## config.mk

```make
export PLATFORM = sky130hd
export DESIGN_NAME = rgb_color_fade_sequencer_unit
export DESIGN_NICKNAME = d
export VERILOG_FILES = /design/src/rtl/rcfs_pkg.sv /design/src/rtl/rcfs_divider.sv /design/src/rtl/rgb_color_fade_sequencer_unit.sv
export SDC_FILE = /design/constraint.sdc
export NUM_CORES = 1
export LEC_CHECK = 0
export ABC_AREA = 1
export BUFFER_PORTS_ARGS = -buffer_cell sky130_fd_sc_hd__buf_2
export CAP_MARGIN = 15
export CORE_ASPECT_RATIO = 0.7
export CORE_MARGIN = 2
export CORE_UTILIZATION = 40
export DETAILED_ROUTE_END_ITERATION = 12
export HOLD_SLACK_MARGIN = 0.12
export SLEW_MARGIN = 20
export SYNTH_ARGS = -nofsm -noshare
export SYNTH_HDL_FRONTEND = slang
export SYNTH_SLANG_ARGS = --single-unit
```

## constraint.sdc

```tcl
create_clock -name clock -period 18.4 [get_ports clock]
set_input_delay 1.84 -clock clock [delete_from_list [all_inputs] [get_ports clock]]
set_output_delay 1.84 -clock clock [all_outputs]
set_load 0.1 [all_outputs]
```

## src/rtl/rcfs_pkg.sv

```systemverilog
// rcfs_pkg: widths, codes, colour tables and state type for the rgb colour fade sequencer
// no dependencies; imported by rcfs_divider, rgb_color_fade_sequencer_unit and the testbench
`default_nettype none

package rcfs_pkg;

   localparam int LEVEL_W   = 8;
   localparam int SPAN_W    = 16;
   localparam int SLOT_W    = 3;
   localparam int MODE_W    = 8;
   localparam int CSR_ADDR_W = 1;
   localparam int CNT_W     = $clog2(SPAN_W);
   localparam int RSP_W     = 32;
   localparam int REQ_W     = 8;

   localparam logic [SLOT_W-1:0] SLOT_LAST = 3'd6;

   localparam logic [SPAN_W-1:0] FADE_SPAN_RESET   = 16'd5300;
   localparam logic [SPAN_W-1:0] PAUSE_TICKS_RESET = 16'd1000;

   // register indexes
   localparam logic [CSR_ADDR_W-1:0] REG_FADE_SPAN   = 1'd0;
   localparam logic [CSR_ADDR_W-1:0] REG_PAUSE_TICKS = 1'd1;

   // request kinds
   localparam logic REQ_TICK     = 1'b0;
   localparam logic REQ_SET_MODE = 1'b1;

   // lamp modes
   localparam logic [MODE_W-1:0] MODE_BLACK        = 8'd0;
   localparam logic [MODE_W-1:0] MODE_CYCLE        = 8'd1;
   localparam logic [MODE_W-1:0] MODE_PRESET_FIRST = 8'd3;
   localparam logic [MODE_W-1:0] MODE_PRESET_LAST  = 8'd8;

   // element 0 red, 1 green, 2 blue
   typedef logic [2:0][LEVEL_W-1:0] rgb_type;

   typedef enum logic [3:0] {
      ST_IDLE = 4'b0001,
      ST_DIV  = 4'b0010,
      ST_LOAD = 4'b0100,
      ST_DONE = 4'b1000
   } state_type;

   function automatic rgb_type mk_rgb(input logic [LEVEL_W-1:0] r,
                                      input logic [LEVEL_W-1:0] g,
                                      input logic [LEVEL_W-1:0] b);
      rgb_type v;
      v[0] = r;
      v[1] = g;
      v[2] = b;
      return v;
   endfunction

   function automatic rgb_type cycle_rgb(input logic [SLOT_W-1:0] slot);
      rgb_type v;
      case (slot)
         3'd0:    v = mk_rgb(8'd255, 8'd0,   8'd0);
         3'd1:    v = mk_rgb(8'd255, 8'd255, 8'd0);
         3'd2:    v = mk_rgb(8'd0,   8'd255, 8'd0);
         3'd3:    v = mk_rgb(8'd0,   8'd255, 8'd255);
         3'd4:    v = mk_rgb(8'd0,   8'd0,   8'd255);
         3'd5:    v = mk_rgb(8'd255, 8'd0,   8'd255);
         3'd6:    v = mk_rgb(8'd255, 8'd255, 8'd255);
         default: v = mk_rgb(8'd255, 8'd0,   8'd0);
      endcase
      return v;
   endfunction

   // index is mode minus the first preset mode
   function automatic rgb_type preset_rgb(input logic [2:0] idx);
      rgb_type v;
      case (idx)
         3'd0:    v = mk_rgb(8'd0,   8'd255, 8'd0);
         3'd1:    v = mk_rgb(8'd0,   8'd0,   8'd255);
         3'd2:    v = mk_rgb(8'd255, 8'd0,   8'd0);
         3'd3:    v = mk_rgb(8'd255, 8'd255, 8'd0);
         3'd4:    v = mk_rgb(8'd170, 8'd170, 8'd255);
         3'd5:    v = mk_rgb(8'd255, 8'd255, 8'd255);
         default: v = mk_rgb(8'd0,   8'd0,   8'd0);
      endcase
      return v;
   endfunction

endpackage

`default_nettype wire

```

## src/rtl/rcfs_divider.sv

```systemverilog
// rcfs_divider: bit-serial restoring divider, 16-bit dividend by 8-bit divisor
// one quotient bit per step; depends on rcfs_pkg
`default_nettype none

module rcfs_divider (
   input  wire logic                        clock,
   input  wire logic                        start,
   input  wire logic                        step,
   input  wire logic [rcfs_pkg::SPAN_W-1:0]  dividend,
   input  wire logic [rcfs_pkg::LEVEL_W-1:0] divisor,
   output logic      [rcfs_pkg::SPAN_W-1:0]  quotient
);
   import rcfs_pkg::*;

   logic [SPAN_W-1:0]  num_ff, num_in;
   logic [LEVEL_W-1:0] rem_ff, rem_in;
   logic [LEVEL_W-1:0] den_ff, den_in;
   logic [LEVEL_W:0]   trial;
   logic [LEVEL_W:0]   diff;
   logic               ge;

   assign trial = {rem_ff, num_ff[SPAN_W-1]};
   assign ge    = trial >= {1'b0, den_ff};
   assign diff  = trial - {1'b0, den_ff};

   // dividend shifts out at the top while quotient bits shift in at the bottom
   always_comb begin
      num_in = num_ff;
      rem_in = rem_ff;
      den_in = den_ff;
      if (start) begin
         num_in = dividend;
         rem_in = '0;
         den_in = divisor;
      end else if (step) begin
         rem_in = ge ? diff[LEVEL_W-1:0] : trial[LEVEL_W-1:0];
         num_in = {num_ff[SPAN_W-2:0], ge};
      end
   end

   always_ff @(posedge clock) begin
      num_ff <= num_in;
      rem_ff <= rem_in;
      den_ff <= den_in;
   end

   // zero difference means a zero interval
   assign quotient = (den_ff == '0) ? '0 : num_ff;

endmodule

`default_nettype wire

```

## src/rtl/rgb_color_fade_sequencer_unit.sv

```systemverilog
// rgb_color_fade_sequencer_unit: top level of the rgb lamp fade sequencer
// depends on rcfs_pkg and rcfs_divider
//
// Each request (a millisecond tick or a mode change) yields exactly one response carrying
// the lamp levels, the fading flag and the current cycle slot. When a pause ends and a
// new fade begins, a tick passes the divide and load states before the done state: the
// three step intervals are worked out by three bit-serial dividers running side by side,
// one quotient bit per cycle, then loaded. One request is in flight at a time; a new one
// is taken while the previous response still waits. Others go straight to the done state.
`default_nettype none

module rgb_color_fade_sequencer_unit (
   input  wire logic                           clock,
   input  wire logic                           reset,
   input  wire logic                           req_tvalid,
   output logic                                req_tready,
   input  wire logic [rcfs_pkg::REQ_W-1:0]      req_tdata,  // [7:0] mode
   input  wire logic                           req_tuser,  // [0] req_type
   output logic                                rsp_tvalid,
   input  wire logic                           rsp_tready,
   // [7:0] red, [15:8] green, [23:16] blue, [24] fading, [27:25] target_index, rest zero
   output logic      [rcfs_pkg::RSP_W-1:0]      rsp_tdata,
   input  wire logic                           csr_we,
   input  wire logic [rcfs_pkg::CSR_ADDR_W-1:0] csr_addr,
   input  wire logic [rcfs_pkg::SPAN_W-1:0]     csr_wdata
);
   import rcfs_pkg::*;

   state_type state_ff, state_in;
   logic [CNT_W-1:0] cnt_ff, cnt_in;

   logic [SPAN_W-1:0] span_ff, pause_ticks_ff;

   rgb_type                  lamp_ff, lamp_in;
   rgb_type                  fade_ff, fade_in;
   logic [SLOT_W-1:0]        slot_ff, slot_in;
   logic [2:0]               chan_busy_ff, chan_busy_in;
   logic [2:0][SPAN_W-1:0]   chan_wait_ff, chan_wait_in;
   logic [2:0][SPAN_W-1:0]   chan_int_ff, chan_int_in;
   logic                     pause_busy_ff, pause_busy_in;
   logic [SPAN_W-1:0]        pause_wait_ff, pause_wait_in;

   logic                     rsp_valid_ff, rsp_valid_in;
   logic [RSP_W-1:0]         rsp_data_ff, rsp_data_in;

   // tick outcome
   rgb_type                  tick_fade, tick_lamp;
   logic [2:0]               tick_busy;
   logic [2:0][SPAN_W-1:0]   tick_wait;
   logic                     tick_pause_busy;
   logic [SPAN_W-1:0]        tick_pause_wait;
   logic [SLOT_W-1:0]        tick_slot;
   logic                     tick_div_go;
   logic [2:0][LEVEL_W-1:0]  tick_divisor;

   logic [2:0][SPAN_W-1:0]   quot;
   logic                     accept;
   logic                     div_start;
   logic [MODE_W-1:0]        preset_off;

   assign req_tready = (state_ff == ST_IDLE);
   assign accept     = req_tvalid && req_tready;
   assign div_start  = accept && (req_tuser == REQ_TICK) && tick_div_go;
   assign preset_off = req_tdata - MODE_PRESET_FIRST;

   // one tick: channel timers red, green, blue, then the pause timer if it was running
   always_comb begin
      rgb_type    tgt;
      rgb_type    ntgt;
      logic [2:0] clr;
      logic       stepped;
      tgt             = cycle_rgb(slot_ff);
      clr             = '0;
      stepped         = 1'b0;
      tick_fade       = fade_ff;
      tick_wait       = chan_wait_ff;
      tick_pause_busy = pause_busy_ff;
      tick_pause_wait = pause_wait_ff;
      tick_slot       = slot_ff;
      tick_div_go     = 1'b0;
      for (int c = 0; c < 3; c++) begin
         if (chan_busy_ff[c]) begin
            if (chan_wait_ff[c] <= SPAN_W'(1)) begin
               tick_wait[c] = '0;
               if (fade_ff[c] == tgt[c]) begin
                  clr[c] = 1'b1;
               end else begin
                  stepped      = 1'b1;
                  tick_fade[c] = (fade_ff[c] > tgt[c]) ? fade_ff[c] - 8'd1 : fade_ff[c] + 8'd1;
                  tick_wait[c] = chan_int_ff[c];
               end
            end else begin
               tick_wait[c] = chan_wait_ff[c] - SPAN_W'(1);
            end
         end
      end
      tick_busy = chan_busy_ff & ~clr;
      tick_lamp = stepped ? tick_fade : lamp_ff;
      if ((clr != '0) && (tick_busy == '0)) begin
         tick_pause_busy = 1'b1;
         tick_pause_wait = pause_ticks_ff;
      end
      if (pause_busy_ff) begin
         if (tick_pause_wait <= SPAN_W'(1)) begin
            tick_pause_wait = '0;
            tick_pause_busy = 1'b0;
            tick_div_go     = 1'b1;
            tick_slot       = (slot_ff == SLOT_LAST) ? '0 : slot_ff + 3'd1;
         end else begin
            tick_pause_wait = tick_pause_wait - SPAN_W'(1);
         end
      end
      ntgt = cycle_rgb(tick_slot);
      for (int c = 0; c < 3; c++) begin
         tick_divisor[c] = (tick_fade[c] > ntgt[c]) ? tick_fade[c] - ntgt[c]
                                                    : ntgt[c] - tick_fade[c];
      end
   end

   for (genvar g = 0; g < 3; g++) begin : g_lane
      rcfs_divider u_div (
         .clock    (clock),
         .start    (div_start),
         .step     (state_ff == ST_DIV),
         .dividend (span_ff),
         .divisor  (tick_divisor[g]),
         .quotient (quot[g])
      );
   end

   always_comb begin
      state_in      = state_ff;
      cnt_in        = cnt_ff;
      lamp_in       = lamp_ff;
      fade_in       = fade_ff;
      slot_in       = slot_ff;
      chan_busy_in  = chan_busy_ff;
      chan_wait_in  = chan_wait_ff;
      chan_int_in   = chan_int_ff;
      pause_busy_in = pause_busy_ff;
      pause_wait_in = pause_wait_ff;
      rsp_valid_in  = rsp_valid_ff && !rsp_tready;
      rsp_data_in   = rsp_data_ff;
      case (state_ff)
         ST_IDLE: begin
            if (accept) begin
               if (req_tuser == REQ_SET_MODE) begin
                  // every mode stops all timers first
                  chan_busy_in  = '0;
                  chan_wait_in  = '0;
                  pause_busy_in = 1'b0;
                  pause_wait_in = '0;
                  slot_in       = '0;
                  if (req_tdata == MODE_BLACK) begin
                     lamp_in = '0;
                  end else if (req_tdata == MODE_CYCLE) begin
                     fade_in       = cycle_rgb('0);
                     lamp_in       = cycle_rgb('0);
                     pause_busy_in = 1'b1;
                     pause_wait_in = pause_ticks_ff;
                  end else if (req_tdata >= MODE_PRESET_FIRST &&
                               req_tdata <= MODE_PRESET_LAST) begin
                     lamp_in = preset_rgb(preset_off[2:0]);
                  end
                  state_in = ST_DONE;
               end else begin
                  lamp_in       = tick_lamp;
                  fade_in       = tick_fade;
                  slot_in       = tick_slot;
                  chan_busy_in  = tick_busy;
                  chan_wait_in  = tick_wait;
                  pause_busy_in = tick_pause_busy;
                  pause_wait_in = tick_pause_wait;
                  if (tick_div_go) begin
                     cnt_in   = CNT_W'(SPAN_W - 1);
                     state_in = ST_DIV;
                  end else begin
                     state_in = ST_DONE;
                  end
               end
            end
         end
         ST_DIV: begin
            cnt_in = cnt_ff - CNT_W'(1);
            if (cnt_ff == '0) begin
               state_in = ST_LOAD;
            end
         end
         ST_LOAD: begin
            chan_int_in  = quot;
            chan_wait_in = quot;
            chan_busy_in = 3'b111;
            state_in     = ST_DONE;
         end
         ST_DONE: begin
            if (!rsp_valid_ff || rsp_tready) begin
               rsp_valid_in = 1'b1;
               rsp_data_in  = {4'b0000, slot_ff, (chan_busy_ff != '0),
                               lamp_ff[2], lamp_ff[1], lamp_ff[0]};
               state_in     = ST_IDLE;
            end
         end
         default: begin
            state_in = ST_IDLE;
         end
      endcase
   end

   always_ff @(posedge clock) begin
      if (reset) begin
         state_ff       <= ST_IDLE;
         cnt_ff         <= '0;
         span_ff        <= FADE_SPAN_RESET;
         pause_ticks_ff <= PAUSE_TICKS_RESET;
         lamp_ff        <= '0;
         fade_ff        <= '0;
         slot_ff        <= '0;
         chan_busy_ff   <= '0;
         chan_wait_ff   <= '0;
         chan_int_ff    <= '0;
         pause_busy_ff  <= 1'b0;
         pause_wait_ff  <= '0;
         rsp_valid_ff   <= 1'b0;
      end else begin
         state_ff      <= state_in;
         cnt_ff        <= cnt_in;
         lamp_ff       <= lamp_in;
         fade_ff       <= fade_in;
         slot_ff       <= slot_in;
         chan_busy_ff  <= chan_busy_in;
         chan_wait_ff  <= chan_wait_in;
         chan_int_ff   <= chan_int_in;
         pause_busy_ff <= pause_busy_in;
         pause_wait_ff <= pause_wait_in;
         rsp_valid_ff  <= rsp_valid_in;
         if (csr_we && csr_addr == REG_FADE_SPAN) begin
            span_ff <= csr_wdata;
         end
         if (csr_we && csr_addr == REG_PAUSE_TICKS) begin
            pause_ticks_ff <= csr_wdata;
         end
      end
   end

   always_ff @(posedge clock) begin
      rsp_data_ff <= rsp_data_in;
   end

   assign rsp_tvalid = rsp_valid_ff;
   assign rsp_tdata  = rsp_data_ff;

   a_slot_range : assert property (@(posedge clock) disable iff (reset)
      slot_ff <= SLOT_LAST)
      else $error("cycle slot out of range");

   a_pause_excl : assert property (@(posedge clock) disable iff (reset)
      !(pause_busy_ff && (chan_busy_ff != '0)))
      else $error("pause running while a channel still fades");

   a_load_starts : assert property (@(posedge clock) disable iff (reset)
      (state_ff == ST_LOAD) |=> (chan_busy_ff == 3'b111) && !pause_busy_ff)
      else $error("fade did not start after interval load");

   a_div_len : assert property (@(posedge clock) disable iff (reset)
      (state_ff == ST_DIV && cnt_ff == '0) |=> (state_ff == ST_LOAD))
      else $error("divide phase did not end after its last step");

endmodule

`default_nettype wire

```

-- Yosys cells after proc, flatten, opt, wreduce, memory -nomap -nowiden
Index checks and enable logic that the tools add are counted.
- output and inout bits: 34
- bits in registers: 332
- magnitude comparators: 15
- multiplexer cells: 101
- reduce and logical (&&, ||, !) cells: 34
- add/subtract/negate cells: 22
- bitwise logic cells: 4
- equal/unequal tests: 36
- operators with widths (operator ; number):
    24-bit case mux with 6 select lines ; 3
    16-bit two-way mux ; 24
    24-bit two-way mux ; 8
    8-bit two-way mux ; 18
    48-bit two-way mux ; 2
    48-bit case mux with 2 select lines ; 1
    8-bit subtractor ; 9
    16-bit by 1-bit less-or-equal comparator with 1-bit output (second input constant) ; 4
    16-bit by 1-bit subtractor with 16-bit output (second input constant) ; 4
    8-bit > comparator ; 6
    8-bit zero test ; 4
    4-bit two-way mux ; 8
    1-bit two-way mux ; 28
    9-bit by 8-bit greater-or-equal comparator with 1-bit output ; 3
    8-bit by 1-bit adder with 8-bit output (second input constant) ; 3
    3-bit equality test (second input constant) ; 8
    8-bit equality test ; 3
    8-bit by 1-bit subtractor with 8-bit output (second input constant) ; 3
    3-bit by 2-bit equality test with 1-bit output (second input constant) ; 6
    3-bit two-way mux ; 6
    4-bit case mux with 4 select lines ; 1
    3-bit AND reduction ; 4
    4-bit AND reduction ; 3
    3-bit by 1-bit equality test with 1-bit output (second input constant) ; 3
    other kinds (27) ; 50

-- Logic depth before layout (Yosys ltp)
- depth after elaboration: 18
- gate-level depth with buffers: 41
- depth with buffers taken out: 40

-- By module
From an unflattened synthesis, not the netlist that was laid out.
- cells, all modules: 2748
- area, all modules: 20160.6 um2
- modules (own cells, without submodules) (module ; cells each ; seq. area each (um2) ; area each (um2) ; instances):
    rgb_color_fade_sequencer_unit ; 2064 ; 5004.8 ; 14582.7 ; 1
    rcfs_divider ; 228 ; 880.8 ; 1859.3 ; 3

-- Worst setup path after synthesis
No wires, ideal clock.
- path kind: register to register
- start: reg slot_ff[1]
- end: reg g_lane[1].u_div.den_ff[5], data pin
- period minus slack after synthesis: 6.490 ns
- stages on the path, launching flop included: 37
- library setup time: 0.266 ns
- path slack: 11.910 ns
- arrival time: 6.224 ns
- required time: 18.134 ns
- buffers on the path: 1
- cells stage by stage: dfxtp_1 > inv_1 > nor2_1 > inv_1 > nor2_1 > nor3_1 > inv_1 > ha_1 > nand2_1 > inv_1 > nand3_1 > o21ai_4 > nand3_4 > buf_6 > or2_1 > o21ai_2 > ha_1 > nor2_1 > nor2_1 > nand2_1 > nor2_4 > nand3_4 > nand2_1 > nand2_1 > o22ai_1 > inv_1 > ha_1 > a21oi_1 > o21ai_0 > nand2_1 > nand2_1 > a21oi_1 > nor2_1 > o21ai_1 > mux2i_1 > o221ai_1 > xor2_1
- word-level cells in the longest chain between the ends: 18
- elaborated cells on any way between the ends: 46
- ends and longest elaborated chain (item ; RTL line ; RTL):
    from (decl) ; rgb_color_fade_sequencer_unit.sv:36 ; logic [SLOT_W-1:0] slot_ff, slot_in;
    from (signal assigned) ; rgb_color_fade_sequencer_unit.sv:229 ; slot_ff <= slot_in;
    3-bit equality test, or another cell as far along ; rcfs_pkg.sv:57, rgb_color_fade_sequencer_unit.sv:108 ;
    24-bit case mux with 6 select lines ; rcfs_pkg.sv:57 ; case (slot)
    8-bit equality test ; rgb_color_fade_sequencer_unit.sv:85 ; if (fade_ff[c] == tgt[c]) begin
    1-bit two-way mux ; rgb_color_fade_sequencer_unit.sv:85 ;
    1-bit two-way mux ; rgb_color_fade_sequencer_unit.sv:83 ; if (chan_wait_ff[c] <= SPAN_W'(1)) begin
    1-bit two-way mux ; rgb_color_fade_sequencer_unit.sv:82 ; if (chan_busy_ff[c]) begin
    3-bit inverter ; rgb_color_fade_sequencer_unit.sv:97 ; tick_busy = chan_busy_ff & ~clr;
    3-bit bitwise AND ; rgb_color_fade_sequencer_unit.sv:97 ;
    (+3 left out) ; n/a ;
    16-bit by 1-bit less-or-equal comparator with 1-bit output ; rgb_color_fade_sequencer_unit.sv:104 ; if (tick_pause_wait <= SPAN_W'(1)) begin
    3-bit two-way mux ; rgb_color_fade_sequencer_unit.sv:104 ;
    3-bit two-way mux ; rgb_color_fade_sequencer_unit.sv:103 ; if (pause_busy_ff) begin
    3-bit equality test, or another cell as far along ; rcfs_pkg.sv:57 ;
    24-bit case mux with 6 select lines ; rcfs_pkg.sv:57 ;
    8-bit subtractor, or another cell as far along ; rgb_color_fade_sequencer_unit.sv:116 ; : ntgt[c] - tick_fade[c];
    8-bit two-way mux (*) ; rgb_color_fade_sequencer_unit.sv:115 ; tick_divisor[c] = (tick_fade[c] > ntgt[c]) ? tick_fade[c] - ntgt[c]
    named net g_lane[1].u_div.divisor, one bit ; rcfs_divider.sv:10 ; input wire logic [rcfs_pkg::LEVEL_W-1:0] divisor,
    to (signal assigned) ; rcfs_divider.sv:44 ; den_ff <= den_in;
    to (decl) ; rcfs_divider.sv:17 ; logic [LEVEL_W-1:0] den_ff, den_in;
Mark *: on every way through the listed nets, which the timed path passes. The rest lies on a longest branch.
A chain may end at the register's enable or synchronous reset.

-- Worst setup path after layout
Same ends and word-level chain as after synthesis.

==> flow_summary_export.csv <==
group,metric,value,unit
clock_network,cts_max_level,2,
sta,slew_headroom,26.6,%
final_layout,layout_common_cells,"nand2_1 (550), inv_1 (259), o21ai_0 (233)",
place,pre_cts_ws,10.39,ns
setup_path,crit_top_cell,"nand2_1",
sta,fin_ws,10.19,ns
setup_path,critPathSlowestCell,"o22ai_1",
detailed_routing,vias_per_cell,5.34,
die,start_util,40.4,%
setup_path,cp_max_fo,18,
detailed_routing,firstDrtPassIters,5,
sta,fin_crit,8.21,ns
final_layout,final_util,45.1,%
min_path,holdCritPathClass,"reg2reg",
setup_path,worstPathRequired,18.68,ns
global_route,grt_pass1_vias,16210,
logic_synthesis,synth_area_per_cell,7.65,µm²
clock_network,cts_buffers,38,
setup_path,cp_data_arrival_time,8.49,ns
logic_synthesis,ys_types,63,
place,globalplace.congestion,0.865,
global_route,antenna_found_initial,0,
final_layout,area_growth,11.6,%
sta,fin_skew,0.0248,ns
global_route,grt_pass1_wl,88100,µm
pwr,peakVddDrop,0.0000552,V
detailed_routing,detail-route-antenna-nets,0,
setup_path,critPathCaptureType,"flop",
setup_path,crit_type,"reg2reg",
sta,fin_crit_sh,44.6,%
pwr,power.density,87.8,nW/µm²
final_layout,drive_above_1_share,8.70,%
global_route,grt_overflow,0,
place,hpwl,39000,µm
setup_path,critPathLaunchType,"flop",
sta,rsz0062_at_grt,"no",
die,die_h,188,µm
die,dieWidth,266,µm
final_layout,final_common_cell,"nand2_1",
logic_synthesis,synth_ff_type,"dfxtp_1",
die,ios,65,
final_layout,fin_nets,2705,
detailed_routing,drcViolationCount,0,
clock_network,cts_resized,0,
pwr,p_leak,0.00973,µW
detailed_routing,wl_per_cell,17.2,µm
sta,fin_setup_tns,0,ns
logic_synthesis,synth_edf_count,100,
die,rows,67,
final_layout,antenna_cells,0,
detailed_routing,drt_iter0_markers,1462,
logic_synthesis,synthCells,2519,
logic_synthesis,ys_seq_elements,332,
setup_path,r2r-start,"slot_ff[1]",
setup_path,critPathMaxStageDelay,0.82,ns
detailed_routing,drt-total-wl,54900,µm
clock_network,clk_latency,0.56,ns
min_path,min_from,"lamp_ff[1]",
sta,max_freq,0.122,GHz
logic_synthesis,synth_warnings,0,
sta,hold_viol_final,0,
die,coreArea,47700,µm²
job,drv_cap,0,
global_route,grt_start_max_net_pins,96,
logic_synthesis,syn_area,19300,µm²
logic_synthesis,async_flop_share,0,%
clock_network,cts_root_buffer,"clkbuf_16",
clock_network,cts_max_path_buffers,3,
clock_network,clkSlewWorstSetupHoldPaths,0.06,ns
detailed_routing,vias,17055,
sta,worst_pin_slew,1.10,ns
pwr,p_total,1890,µW
logic_synthesis,yosysSeqAreaShare,39.7,%
global_route,grtUsageTotal,21.8,%
sta,slew_violations,0,
setup_path,cp-startpoint,"slot_ff[1]",
clock_network,numClockSinks,332,
place,numPortBuffers,60,
clock_network,postCtsSetupRepairBufs,0,
sta,setup_viol,0,
die,dieArea,50000,µm²
clock_network,cts_tree,"yes",
run_status,run_status,"complete, no violations",
clock_network,ctsHoldBuffers,0,
[path summary, 6_finish.rpt]
check | to | slack, ns | cells past startpoint
max | g_lane[1].u_div.den_ff[5] | 10.19 | 35
min | rsp_tdata[1] | 0.42 | 0
max reg2reg | g_lane[1].u_div.den_ff[5] | 10.19 | 35
min reg2reg | rsp_tdata[1] | 0.42 | 0
[metrics by stage]
step | cell area [µm²] | cells | hold slack [ns]
after detailed placement | 20100 | 3125 | 0.412
after global placement | 20100 | 3125 | 0.417
final | 21500 | 3195 | 0.423
after floorplan | 19300 | 2522 | 0.403
after CTS | 21500 | 3195 | 0.427
after global routing | 21500 | 3195 | 0.441
[layer usage]
layer	GRT usage (%)	routed length, µm
met4	4.17	691
met3	3.13	3160
met2	31.9	22600
met1	33.9	28400
met5	0	0
[registers in the layout (all words and copies together) (netlist names)]
register and cells:
pause_wait_ff 16, g_lane.u_div.rem_ff 24, g_lane.u_div.num_ff 48, rsp_tvalid 1, fade_ff 24, span_ff 16, pause_ticks_ff 16, cnt_ff 4
chan_busy_ff 3, lamp_ff 24, pause_busy_ff 1, rsp_tdata 28, slot_ff 3, state_ff 4, g_lane.u_div.den_ff 24, chan_int_ff 48
chan_wait_ff 48
[critical path: cells and delay by family, from the launching register on]
family | cells | cell delay, ns
compound gates | 8 | 2.54
xor+xnor | 1 | 0.18
fa+ha+maj | 3 | 1.01
buf+inv | 5 | 0.84
flops | 1 | 0.34
mux | 1 | 0.35
simple gates | 17 | 2.65
[area by class of cell]
cell class              count  area, µm²
clock buffers              50       1090
clock inverters            20        270
fillers                  4695      26200
inverters                 268       1010
multi-input cells        1824      10300
flip-flops and latches    332       7650
well taps                 621        777
repair buffers             80        450
[cell usage after synthesis, types with 3 or more instances]
library cell / count / area (µm²)
nand2_2: 14 / 87.6
buf_4: 4 / 30.0
a21o_1: 4 / 30.0
o31ai_1: 3 / 22.5
o21bai_1: 3 / 22.5
o211ai_1: 6 / 45.0
inv_2: 6 / 22.5
buf_1: 3 / 11.3
edfxtp_1: 100 / 3000
nand3_4: 3 / 52.6
o41ai_1: 3 / 26.3
fa_1: 12 / 240
nor2_4: 6 / 67.6
and2_1: 5 / 31.3
a32o_1: 9 / 90.1
o221a_2: 3 / 33.8
o21ai_0: 233 / 1170
nand3_1: 114 / 571
clkbuf_1: 82 / 308
a31oi_1: 62 / 388
ha_1: 118 / 1480
xor2_1: 64 / 561
a211oi_1: 7 / 52.6
a21oi_1: 210 / 1050
a22oi_1: 16 / 120
nor4_1: 10 / 62.6
o211a_1: 6 / 60.1
inv_1: 262 / 983
mux2i_1: 7 / 70.1
o221ai_1: 10 / 87.6
nand4_1: 12 / 75.1
dfxtp_1: 232 / 4640
nand2_1: 550 / 2060
xnor2_1: 27 / 236
or2_2: 20 / 125
buf_2: 8 / 40.0
a22o_1: 3 / 26.3
nor3_1: 22 / 110
nor2_2: 11 / 68.8
o21ai_1: 5 / 25.0
nor2_1: 215 / 807
nand3b_1: 3 / 22.5
[logic make-up (layout without fill, tap and decap cells)]
group	after synthesis	count (layout)	share of synthesized area (%)
other	1	4	0.0195
buffers and inverters	366	418	7.30
muxes	8	8	0.422
xor gates and xnor gates	91	91	4.14
adders and majority gates	130	130	8.91
DFF	332	332	39.7
and+or+nand+nor	997	997	22.1
AOI/OAI and AO/OA	594	594	17.4
[power breakdown]
part	switching [µW]	total, µW	internal [µW]	leakage (µW)
combinational	169	258	89.4	0.00628
clock	327	832	505	0.000665
sequential	22.2	798	776	0.00279
total	518	1890	1370	0.00973
(Power assumes the default switching activity.)
